File: src/sv/u2u8_pkg.sv
// Shared types, constants and the UTF-8 encode function for the UTF-16 to UTF-8 transcoder.
package u2u8_pkg;

   localparam int UNIT_W    = 16;
   localparam int BYTE_W    = 8;
   localparam int CP_W      = 21;
   localparam int MAX_BYTES = 6;
   localparam int CNT_W     = 3;
   localparam int IDX_W     = 3;
   localparam int SURR_W    = 10;

   // top six bits of a surrogate code unit
   localparam logic [5:0] HIGH_TAG = 6'h36;
   localparam logic [5:0] LOW_TAG  = 6'h37;

   localparam logic [CP_W-1:0] SUPP_BASE   = 21'h10000;
   localparam logic [CP_W-1:0] REPL_CP     = 21'h0FFFD;
   localparam logic [CP_W-1:0] LIMIT_1BYTE = 21'h00080;
   localparam logic [CP_W-1:0] LIMIT_2BYTE = 21'h00800;
   localparam logic [CP_W-1:0] LIMIT_3BYTE = 21'h10000;

   localparam logic [BYTE_W-1:0] LEAD2_TAG = 8'hC0;
   localparam logic [BYTE_W-1:0] LEAD3_TAG = 8'hE0;
   localparam logic [BYTE_W-1:0] LEAD4_TAG = 8'hF0;
   localparam logic [BYTE_W-1:0] CONT_TAG  = 8'h80;

   typedef struct packed {
      logic [3:0][BYTE_W-1:0] bytes;
      logic [CNT_W-1:0]       count;
   } point_type;

   // bytes[0] goes out first
   typedef struct packed {
      logic [MAX_BYTES-1:0][BYTE_W-1:0] bytes;
      logic [CNT_W-1:0]                 count;
   } burst_type;

   function automatic point_type encode_point(logic [CP_W-1:0] cp);
      point_type p;
      p = '0;
      if (cp < LIMIT_1BYTE) begin
         p.bytes[0] = cp[7:0];
         p.count    = 3'd1;
      end else if (cp < LIMIT_2BYTE) begin
         p.bytes[0] = LEAD2_TAG | {3'b000, cp[10:6]};
         p.bytes[1] = CONT_TAG  | {2'b00, cp[5:0]};
         p.count    = 3'd2;
      end else if (cp < LIMIT_3BYTE) begin
         p.bytes[0] = LEAD3_TAG | {4'b0000, cp[15:12]};
         p.bytes[1] = CONT_TAG  | {2'b00, cp[11:6]};
         p.bytes[2] = CONT_TAG  | {2'b00, cp[5:0]};
         p.count    = 3'd3;
      end else begin
         p.bytes[0] = LEAD4_TAG | {5'b00000, cp[20:18]};
         p.bytes[1] = CONT_TAG  | {2'b00, cp[17:12]};
         p.bytes[2] = CONT_TAG  | {2'b00, cp[11:6]};
         p.bytes[3] = CONT_TAG  | {2'b00, cp[5:0]};
         p.count    = 3'd4;
      end
      return p;
   endfunction

   localparam point_type REPL_BYTES = encode_point(REPL_CP);

endpackage

File: src/sv/u2u8_req_if.sv
// Code unit channel: valid/ready handshake with one UTF-16 code unit per beat.
interface u2u8_req_if;
   import u2u8_pkg::*;

   logic              valid;
   logic              ready;
   logic [UNIT_W-1:0] code_unit;

   modport source (output valid, output code_unit, input ready);
   modport sink   (input valid, input code_unit, output ready);
endinterface

File: src/sv/u2u8_rsp_if.sv
// Byte channel: valid/ready handshake with one UTF-8 byte and a last flag per beat.
interface u2u8_rsp_if;
   import u2u8_pkg::*;

   logic              valid;
   logic              ready;
   logic [BYTE_W-1:0] out_byte;
   logic              last;

   modport source (output valid, output out_byte, output last, input ready);
   modport sink   (input valid, input out_byte, input last, output ready);
endinterface

File: src/sv/u2u8_front.sv
// Front end: accepts code units, tracks the pending high surrogate, builds byte bursts.
module u2u8_front (
   input  logic                clock,
   input  logic                reset,
   u2u8_req_if.sink            req_ch,
   input  logic                full,
   output logic                push,
   output u2u8_pkg::burst_type burst
);
   import u2u8_pkg::*;

   logic              pend_ff, pend_in;
   logic [SURR_W-1:0] hb_ff, hb_in;
   logic              accept;
   logic              is_high, is_low;
   logic              pre_repl, has_point;
   logic [CP_W-1:0]   point_cp, pair_cp;
   point_type         enc;
   logic [UNIT_W-1:0] u;

   assign u       = req_ch.code_unit;
   assign is_high = (u[15:10] == HIGH_TAG);
   assign is_low  = (u[15:10] == LOW_TAG);
   assign pair_cp = SUPP_BASE + {1'b0, hb_ff, u[SURR_W-1:0]};

   assign req_ch.ready = !full;
   assign accept       = req_ch.valid && !full;

   always_comb begin
      pre_repl  = 1'b0;
      has_point = 1'b0;
      point_cp  = '0;
      pend_in   = pend_ff;
      hb_in     = hb_ff;
      if (pend_ff) begin
         if (is_low) begin
            has_point = 1'b1;
            point_cp  = pair_cp;
            pend_in   = 1'b0;
         end else begin
            // unpaired high surrogate turns into U+FFFD ahead of this unit
            pre_repl = 1'b1;
            pend_in  = 1'b0;
            if (is_high) begin
               pend_in = 1'b1;
               hb_in   = u[SURR_W-1:0];
            end else begin
               has_point = 1'b1;
               point_cp  = {5'b00000, u};
            end
         end
      end else begin
         if (is_high) begin
            pend_in = 1'b1;
            hb_in   = u[SURR_W-1:0];
         end else if (is_low) begin
            has_point = 1'b1;
            point_cp  = REPL_CP;
         end else begin
            has_point = 1'b1;
            point_cp  = {5'b00000, u};
         end
      end
   end

   assign enc = encode_point(point_cp);

   // with a leading U+FFFD the second point is always BMP, three bytes at most
   always_comb begin
      burst = '0;
      if (pre_repl) begin
         burst.bytes[2:0] = REPL_BYTES.bytes[2:0];
         burst.bytes[5:3] = enc.bytes[2:0];
         burst.count      = has_point ? CNT_W'(REPL_BYTES.count + enc.count)
                                      : REPL_BYTES.count;
      end else begin
         burst.bytes[3:0] = enc.bytes;
         burst.count      = has_point ? enc.count : '0;
      end
   end

   assign push = accept && (burst.count != '0);

   always_ff @(posedge clock) begin
      if (reset) begin
         pend_ff <= 1'b0;
         hb_ff   <= '0;
      end else if (accept) begin
         pend_ff <= pend_in;
         hb_ff   <= hb_in;
      end
   end

endmodule

File: src/sv/u2u8_queue.sv
// Small register FIFO of byte bursts between the front and back ends.
module u2u8_queue #(
   parameter int DEPTH = 2
) (
   input  logic                clock,
   input  logic                reset,
   input  logic                push,
   input  u2u8_pkg::burst_type push_data,
   output logic                full,
   input  logic                pop,
   output logic                head_valid,
   output u2u8_pkg::burst_type head
);
   import u2u8_pkg::*;

   localparam int AW = (DEPTH > 1) ? $clog2(DEPTH) : 1;
   localparam int CW = $clog2(DEPTH + 1);

   burst_type         mem_ff [DEPTH];
   logic [AW-1:0]     wr_ff, wr_in, rd_ff, rd_in;
   logic [CW-1:0]     cnt_ff, cnt_in;
   logic              do_push, do_pop;

   assign full       = (cnt_ff == CW'(DEPTH));
   assign head_valid = (cnt_ff != '0);
   assign head       = mem_ff[rd_ff];
   assign do_push    = push && !full;
   assign do_pop     = pop && head_valid;

   always_comb begin
      wr_in  = wr_ff;
      rd_in  = rd_ff;
      cnt_in = cnt_ff;
      if (do_push) wr_in = (wr_ff == AW'(DEPTH - 1)) ? '0 : AW'(wr_ff + 1'b1);
      if (do_pop)  rd_in = (rd_ff == AW'(DEPTH - 1)) ? '0 : AW'(rd_ff + 1'b1);
      if (do_push && !do_pop)      cnt_in = CW'(cnt_ff + 1'b1);
      else if (do_pop && !do_push) cnt_in = CW'(cnt_ff - 1'b1);
   end

   always_ff @(posedge clock) begin
      if (reset) begin
         wr_ff  <= '0;
         rd_ff  <= '0;
         cnt_ff <= '0;
      end else begin
         wr_ff  <= wr_in;
         rd_ff  <= rd_in;
         cnt_ff <= cnt_in;
      end
   end

   always_ff @(posedge clock) begin
      if (do_push) mem_ff[wr_ff] <= push_data;
   end

endmodule

File: src/sv/u2u8_back.sv
// Back end: walks each burst one byte per beat into a registered output stage.
module u2u8_back (
   input  logic                clock,
   input  logic                reset,
   input  logic                head_valid,
   input  u2u8_pkg::burst_type head,
   output logic                pop,
   u2u8_rsp_if.source          rsp_ch
);
   import u2u8_pkg::*;

   burst_type         cur_ff, cur_in, src;
   logic              busy_ff, busy_in;
   logic [IDX_W-1:0]  idx_ff, idx_in;
   logic              oval_ff, oval_in;
   logic [BYTE_W-1:0] obyte_ff, obyte_in;
   logic              olast_ff, olast_in;
   logic              advance, src_valid, is_last;

   // work straight off the queue head when idle, so bursts run without gaps
   assign src       = busy_ff ? cur_ff : head;
   assign src_valid = busy_ff || head_valid;
   assign advance   = !oval_ff || rsp_ch.ready;
   assign is_last   = (idx_ff == IDX_W'(src.count - 1'b1));
   assign pop       = advance && !busy_ff && head_valid;

   always_comb begin
      cur_in   = cur_ff;
      busy_in  = busy_ff;
      idx_in   = idx_ff;
      oval_in  = oval_ff && !rsp_ch.ready;
      obyte_in = obyte_ff;
      olast_in = olast_ff;
      if (advance && src_valid) begin
         oval_in  = 1'b1;
         obyte_in = src.bytes[idx_ff];
         olast_in = is_last;
         if (is_last) begin
            busy_in = 1'b0;
            idx_in  = '0;
         end else begin
            busy_in = 1'b1;
            idx_in  = IDX_W'(idx_ff + 1'b1);
            if (!busy_ff) cur_in = head;
         end
      end
   end

   always_ff @(posedge clock) begin
      if (reset) begin
         busy_ff <= 1'b0;
         idx_ff  <= '0;
         oval_ff <= 1'b0;
      end else begin
         busy_ff <= busy_in;
         idx_ff  <= idx_in;
         oval_ff <= oval_in;
      end
   end

   always_ff @(posedge clock) begin
      cur_ff   <= cur_in;
      obyte_ff <= obyte_in;
      olast_ff <= olast_in;
   end

   assign rsp_ch.valid    = oval_ff;
   assign rsp_ch.out_byte = obyte_ff;
   assign rsp_ch.last     = olast_ff;

endmodule

File: src/sv/utf16_to_utf8_transcoder.sv
// The first byte of a code unit passes through the queue and then the registered output stage to rsp_ch.
// Throughput: one output byte per cycle while rsp_ch is ready, set by the single-byte output stage;
// a unit yields 0 to 6 bytes (1 to 3 for a BMP character).
// A lone high surrogate yields no bytes and is accepted whenever the queue has room.
// Reset (synchronous, active high) clears the pending surrogate, the queue and the output.
module utf16_to_utf8_transcoder #(
   parameter int QUEUE_DEPTH = 2
) (
   input  logic       clock,
   input  logic       reset,
   u2u8_req_if.sink   req_ch,
   u2u8_rsp_if.source rsp_ch
);
   import u2u8_pkg::*;

   logic      push, full, pop, head_valid;
   burst_type burst, head;

   u2u8_front front_u (
      .clock  (clock),
      .reset  (reset),
      .req_ch (req_ch),
      .full   (full),
      .push   (push),
      .burst  (burst)
   );

   u2u8_queue #(.DEPTH(QUEUE_DEPTH)) queue_u (
      .clock      (clock),
      .reset      (reset),
      .push       (push),
      .push_data  (burst),
      .full       (full),
      .pop        (pop),
      .head_valid (head_valid),
      .head       (head)
   );

   u2u8_back back_u (
      .clock      (clock),
      .reset      (reset),
      .head_valid (head_valid),
      .head       (head),
      .pop        (pop),
      .rsp_ch     (rsp_ch)
   );

endmodule

File: src/flat_wrapper.sv
// flat-port wrapper written by rule: the top's interface ports become plain ports
module utf16_to_utf8_transcoder_flat import u2u8_pkg::*;
#(
   parameter int QUEUE_DEPTH = 2
)
  (clock, reset, req_ch_valid, req_ch_code_unit, req_ch_ready, rsp_ch_valid, rsp_ch_out_byte, rsp_ch_last, rsp_ch_ready);
  u2u8_req_if req_ch_i ();
  u2u8_rsp_if rsp_ch_i ();
  input  logic clock;
  input  logic reset;
  input wire logic [$bits(req_ch_i.valid)-1:0] req_ch_valid;
  input wire logic [$bits(req_ch_i.code_unit)-1:0] req_ch_code_unit;
  output wire logic [$bits(req_ch_i.ready)-1:0] req_ch_ready;
  output wire logic [$bits(rsp_ch_i.valid)-1:0] rsp_ch_valid;
  output wire logic [$bits(rsp_ch_i.out_byte)-1:0] rsp_ch_out_byte;
  output wire logic [$bits(rsp_ch_i.last)-1:0] rsp_ch_last;
  input wire logic [$bits(rsp_ch_i.ready)-1:0] rsp_ch_ready;
  assign req_ch_i.valid = req_ch_valid;
  assign req_ch_i.code_unit = req_ch_code_unit;
  assign req_ch_ready = req_ch_i.ready;
  assign rsp_ch_valid = rsp_ch_i.valid;
  assign rsp_ch_out_byte = rsp_ch_i.out_byte;
  assign rsp_ch_last = rsp_ch_i.last;
  assign rsp_ch_i.ready = rsp_ch_ready;
  utf16_to_utf8_transcoder #(.QUEUE_DEPTH(QUEUE_DEPTH)) u_core (.clock(clock), .reset(reset), .req_ch(req_ch_i), .rsp_ch(rsp_ch_i));
endmodule
File: config.mk
export PLATFORM = sky130hd
export DESIGN_NAME = utf16_to_utf8_transcoder_flat
export DESIGN_NICKNAME = d
export VERILOG_FILES = /design/src/sv/u2u8_pkg.sv /design/src/sv/u2u8_req_if.sv /design/src/sv/u2u8_rsp_if.sv /design/src/sv/u2u8_front.sv /design/src/sv/u2u8_queue.sv /design/src/sv/u2u8_back.sv /design/src/sv/utf16_to_utf8_transcoder.sv /design/src/flat_wrapper.sv
export SDC_FILE = /design/constraint.sdc
export NUM_CORES = 1
export LEC_CHECK = 0
export ABC_AREA = 1
export BUFFER_PORTS_ARGS = -buffer_cell sky130_fd_sc_hd__buf_4
export CELL_PAD_IN_SITES_DETAIL_PLACEMENT = 1
export CELL_PAD_IN_SITES_GLOBAL_PLACEMENT = 2
export CORE_MARGIN = 1.5
export CORE_UTILIZATION = 36
export CTS_CLUSTER_SIZE = 30
export DETAILED_ROUTE_END_ITERATION = 8
export PLACE_DENSITY_LB_ADDON = 0.1
export SYNTH_ARGS = -nofsm -noshare
export SYNTH_HDL_FRONTEND = slang
export SYNTH_SLANG_ARGS = --single-unit
File: constraint.sdc
create_clock -name clock -period 4.37 [get_ports clock]
set_input_delay 0.2185 -clock clock [delete_from_list [all_inputs] [get_ports clock]]
set_output_delay 0.2185 -clock clock [all_outputs]
set_load 0.005 [all_outputs]
# Yosys cells after proc, flatten, opt, wreduce, memory -nomap -nowiden
# Memories as Yosys holds them, arrays and structs flattened. A register that Yosys moved wholly into a read port is not among the register bits.
# Index checks and enable logic that the tools add are counted.
# totals
wordCells	99
latch_bits	0
memories	1
in_bits	20
mem_bits_rw	102
ff_bits	80
romBits	0
# memory_table
memory	depth	width	read_ports	rd_clocked_by_memory_dff	wr	line	source
u_core.queue_u.mem_ff	2	51	1	1	1	u2u8_queue.sv:19	burst_type mem_ff [DEPTH];
# op_classes
muxes	40
n_bitwise	1
n_reduce_logical	23
n_lt_le_gt_ge	4
eq_ne	5
div_mod_pow	0
n_addsub	8
mul	0
n_shift	0
# ops
op	count
16-bit 2-to-1 mux	5
51-bit 2-to-1 mux	1
21-bit 2-to-1 mux	2
35-bit 2-to-1 mux	1
10-bit 2-to-1 mux	3
25-bit 2-to-1 mux	1
8-bit binary-select mux with 3-bit select	1
24-bit 2-to-1 mux	1
17-bit by 20-bit adder with 21-bit output (first input constant)	1
21-bit by 12-bit less-than comparator with 1-bit output (second input constant)	1
21-bit by 17-bit less-than comparator with 1-bit output (second input constant)	1
21-bit by 8-bit less-than comparator with 1-bit output (second input constant)	1
19-bit 2-to-1 mux	1
1-bit 2-to-1 mux	16
8-bit 2-to-1 mux	2
6-bit == test (second input constant)	2
11-bit 2-to-1 mux	1
1-bit logical AND	10
3-bit 2-to-1 mux	3
1-bit zero test	6
3-bit by 4-bit less-than comparator with 1-bit output (second input constant)	1
2-bit 2-to-1 mux	2
2-bit AND reduction	2
2-bit nonzero test	2
12 further kinds	14

# Depth between registers and ports, before layout
# depth
ltp_word	18
mapped_depth	27
depth_no_buf	26

# Modules after synthesis
# From an unflattened synthesis, not the netlist that was laid out.
# unflattened
cells_unflattened	887
hier_area_um2	9175.0
# modules_own_cells
module	instances	area_each_um2	seq_area_each_um2	cells_each
u2u8_queue	1	4180.3	3163.0	196
u2u8_back	1	3417.0	1901.8	413
u2u8_front	1	1577.8	220.2	278

# Worst setup path before layout
# OpenSTA, ideal clock, no wires.
# synth_timing
kind	register to register
from	register u_core.back_u.busy_ff
to	register u_core.back_u.cur_ff[0] (netlist bit) (enable)
setup_time_ns	0.464
stages_incl_launch_ff	14
setup_slack_ns	-0.190
required_ns	3.906
n_path_buf	3
t_arrival_ns	4.096
path_cell_list	dfxtp_1 > clkbuf_1 > inv_1 > buf_2 > buf_1 > o211ai_1 > o21ai_0 > inv_1 > ha_1 > xnor2_1 > xor2_1 > nand3_1 > inv_1 > nor2_1
# synth_rtl
item	line	source
start, declared	u2u8_back.sv:13	logic busy_ff, busy_in;
start signal, assigned	u2u8_back.sv:55	busy_ff <= busy_in;
end signal, assigned	u2u8_back.sv:62	cur_ff <= cur_in;
end, declared	u2u8_back.sv:12	burst_type cur_ff, cur_in, src;

==> key figures <==
Run status
  – Status: completed

STA
  – Period utilization: 87.8%
  – WHS: 17.7 ps
  – Relative max-transition margin: 44.5%
  – Pins Over Slew Limit: 0
  – TNS Setup: 0 ps
  – Setup WS post-layout: 531 ps
  – RSZ-0062 raised after global routing: false
  – Setup Skew: 11.5 ps
  – Setup violations, final: 0
  – Worst Tran Pin Value: 832 ps
  – Max Clk Rate: 260 MHz
  – Final hold vios: 0
  – Min Tclk post-route: 3840 ps

Cells and area
  – Fin cells: 1091
  – Ant. Diodes: 0
  – Area growth from synthesis to layout: 14.4%
  – Design area: 8990 um^2
  – Post-layout util: 42.4%
  – Commonest cells after routing, fill and taps aside: 154 x edfxtp_1, 130 x nand2_1, 115 x a21oi_1, 111 x nor2_1, 59 x inv_1
  – Layout Nets: 828
  – Most common cell after layout, fill and taps aside: edfxtp_1
  – Filler instances: 2373
  – Fraction of layout cells with a size suffix above 1: 12.4%

Hold path
  – Hold WC Path Type: in2reg
  – Hold Path Cell Cnt: 2

Clocking
  – Clock latency on the worst-skew pair: 430 ps
  – Resized cells post-CTS: 0
  – Num CTS Buffers: 17
  – Clock sinks: 175
  – Clock buffer depth: 2
  – Post-CTS Repair Setup Buffers: 0
  – H-tree Lvls: 4
  – Worst-path clk slew: 70 ps
  – CTS tree: done
  – CTS Hold Buffers Added: 0
  – CTS Root Cell: clkbuf_16

Power
  – PD cells: 711 nW/um^2
  – Lkg Pwr: 3.53 nW
  – Total power: 6.39 mW
  – Worst vdd ir: 0.665 mV

Global routing
  – First-pass GRT wire length: 35.5 mm
  – Global route total overflow: 0
  – Vias in the first global route: 6351
  – Initial antenna violation count: 0
  – Largest net degree at the start of global routing: 54
  – GRT Resource Usage Total: 20.9%

Logic synthesis
  – Share of the synthesized area in the top cell type: 58.9%
  – Mapped cell area: 7860 um^2
  – Leading area contributor after synthesis: edfxtp_1
  – Syn Nets: 804
  – Synth top area cells: edfxtp_1 59%, a21oi_1 7.3%, nand2_1 6.2%
  – Cells after Synth: 779
  – Yosys synthesis warning count: 0
  – Synth cell types: 35
  – Sequential fraction of the synthesis area: 64.2%
  – #FFs+latches synth: 175
  – Avg Inst Size Synth: 10.1 um^2

Floorplan
  – Die H: 151 um
  – Core area: 21200 um^2
  – Initial Util: 37.0%
  – Die ar.: 22700 um^2
  – Std cell rows: 53
  – # IOs: 31
  – DIE WIDTH: 151 um

Routing
  – Vias: 5793
  – DRT met1 WL: 10.2 mm
  – Drt pass-1 iters: 4
  – Post-DRT Antenna Nets: 0
  – Met2 wire length: 11.2 mm
  – Initial DRC count: 363
  – # DRC: 0
  – DRT Wirelength: 22.2 mm
  – Vias per inst: 5.31
  – Top routing layer in use: met4
  – Per-cell routed wire length: 20.4 um
  – Metal3 WL: 544 um

Placed design
  – Port Buf Inserts: 30
  – Worst slack at placement: 581 ps
  – Placed Cells: 1059
  – GPL Wtd Cong: 0.913
  – Post-DP HPWL: 14.5 mm
  – Placed Area: 8410 um^2

Critical path
  – CP startpoint kind: register
  – Max FO, Critical Path: 11
  – Crit path DAT: 4150 ps
  – Crit path capture type: register
  – R2R cell count: 23
  – Crit path kind: reg2reg
  – CP Data Required Time: 4680 ps

Run
  – MaxCap Viol Count: 0
==> per-layer routing <==
| metal | up-vias | global-route usage, % |
|---|---|---|
| li1 | 2738 | - |
| met1 | 2951 | 26.9 |
| met2 | 77 | 36.4 |
| met3 | 27 | 3.45 |
| met4 | 0 | 5.39 |
| met5 | - | 0 |
==> path summary, 6_finish.rpt <==
kind                                         startpoint                        to  slack (ps)
worst min register to register  u_core.front_u.hb_ff[5]   u_core.front_u.hb_ff[5]         480
worst min-delay path                              reset     u_core.back_u.busy_ff          20
worst max register to register   u_core.front_u.pend_ff  u_core.queue_u.cnt_ff[1]         530
worst max-delay path             u_core.front_u.pend_ff  u_core.queue_u.cnt_ff[1]         530
==> layout make-up <==
cell class / instances / area [um^2] / area share (%)
Clock buffer: 26 / 532 / 5.91
Clock inverter: 6 / 47.5 / 0.529
Inverter: 68 / 255 / 2.84
Multi-Input combinational cell: 497 / 2410 / 26.8
Sequential cell: 175 / 5050 / 56.1
Tap cell: 275 / 344 / 3.83
Timing Repair Buffer: 44 / 355 / 3.95
==> synth_stat cells <==
library cell,instances
a2bb2oi_1,3
nor2_1,113
nand2_2,5
a21oi_1,115
or2_0,1
clkbuf_1,26
inv_2,7
ha_1,5
buf_2,3
o22a_1,1
nand2_1,130
o211ai_1,6
o31ai_1,8
nand3_1,11
o21ai_0,52
buf_4,1
nand3_2,2
o22ai_1,15
inv_1,60
nand4_1,3
buf_1,8
xnor2_1,1
buf_6,1
nor2_8,1
xor2_1,5
nor2_4,1
o21ai_1,4
o221ai_1,4
a22oi_1,2
nor2_2,4
clkinv_1,1
or2_2,3
nand2_4,2
edfxtp_1,154
dfxtp_1,21
==> flip-flops by register name, summed over array words and instances, names as in the netlist, named ones only <==
| name | count |
|---|---|
| u_core.back_u.busy_ff | 1 |
| u_core.queue_u.cnt_ff | 2 |
| u_core.back_u.rsp_ch.out_byte | 8 |
| u_core.back_u.rsp_ch.valid | 1 |
| u_core.front_u.pend_ff | 1 |
| u_core.queue_u.rd_ff | 1 |
| u_core.back_u.cur_ff | 51 |
| u_core.back_u.idx_ff | 3 |
| u_core.front_u.hb_ff | 10 |
| u_core.queue_u.mem_ff | 94 |
| u_core.queue_u.wr_ff | 1 |
| u_core.back_u.rsp_ch.last | 1 |
==> where the power goes <==
part / internal, mW / switching, mW / leakage (nW)
logic: 0.608 / 1.57 / 1.65
clock network: 0.848 / 0.647 / 0.287
registers: 2.57 / 0.142 / 1.60
==> critical path, stage by stage, from the launching register on <==
cell	delay, ps
dfxtp_1	500
inv_2	100
nand3_1	170
nand2_1	80
nand2_1	140
nand2_1	80
nor2_2	180
nand3_1	370
inv_2	310
nor2_1	90
inv_1	60
ha_1	140
nor2_1	40
o21ai_0	170
inv_1	90
nor2_2	100
nand2_1	100
nand2_1	140
inv_1	60
ha_1	310
a21oi_1	120
o21ai_0	120
o21ai_0	170
a21oi_1	60
==> logic make-up (layout without fill, tap and decap cells) <==
family | after synthesis | after routing | synth area share, %
and+or+nand+nor | 276 | 276 | 14.5
AOI/OAI and AO/OA | 210 | 210 | 14.5
adders and majority gates | 5 | 5 | 0.796
buffers and inverters | 107 | 144 | 5.30
DFF | 175 | 175 | 64.2
xor gates and xnor gates | 6 | 6 | 0.669
Note: power is estimated with default switching activity, not from simulation.
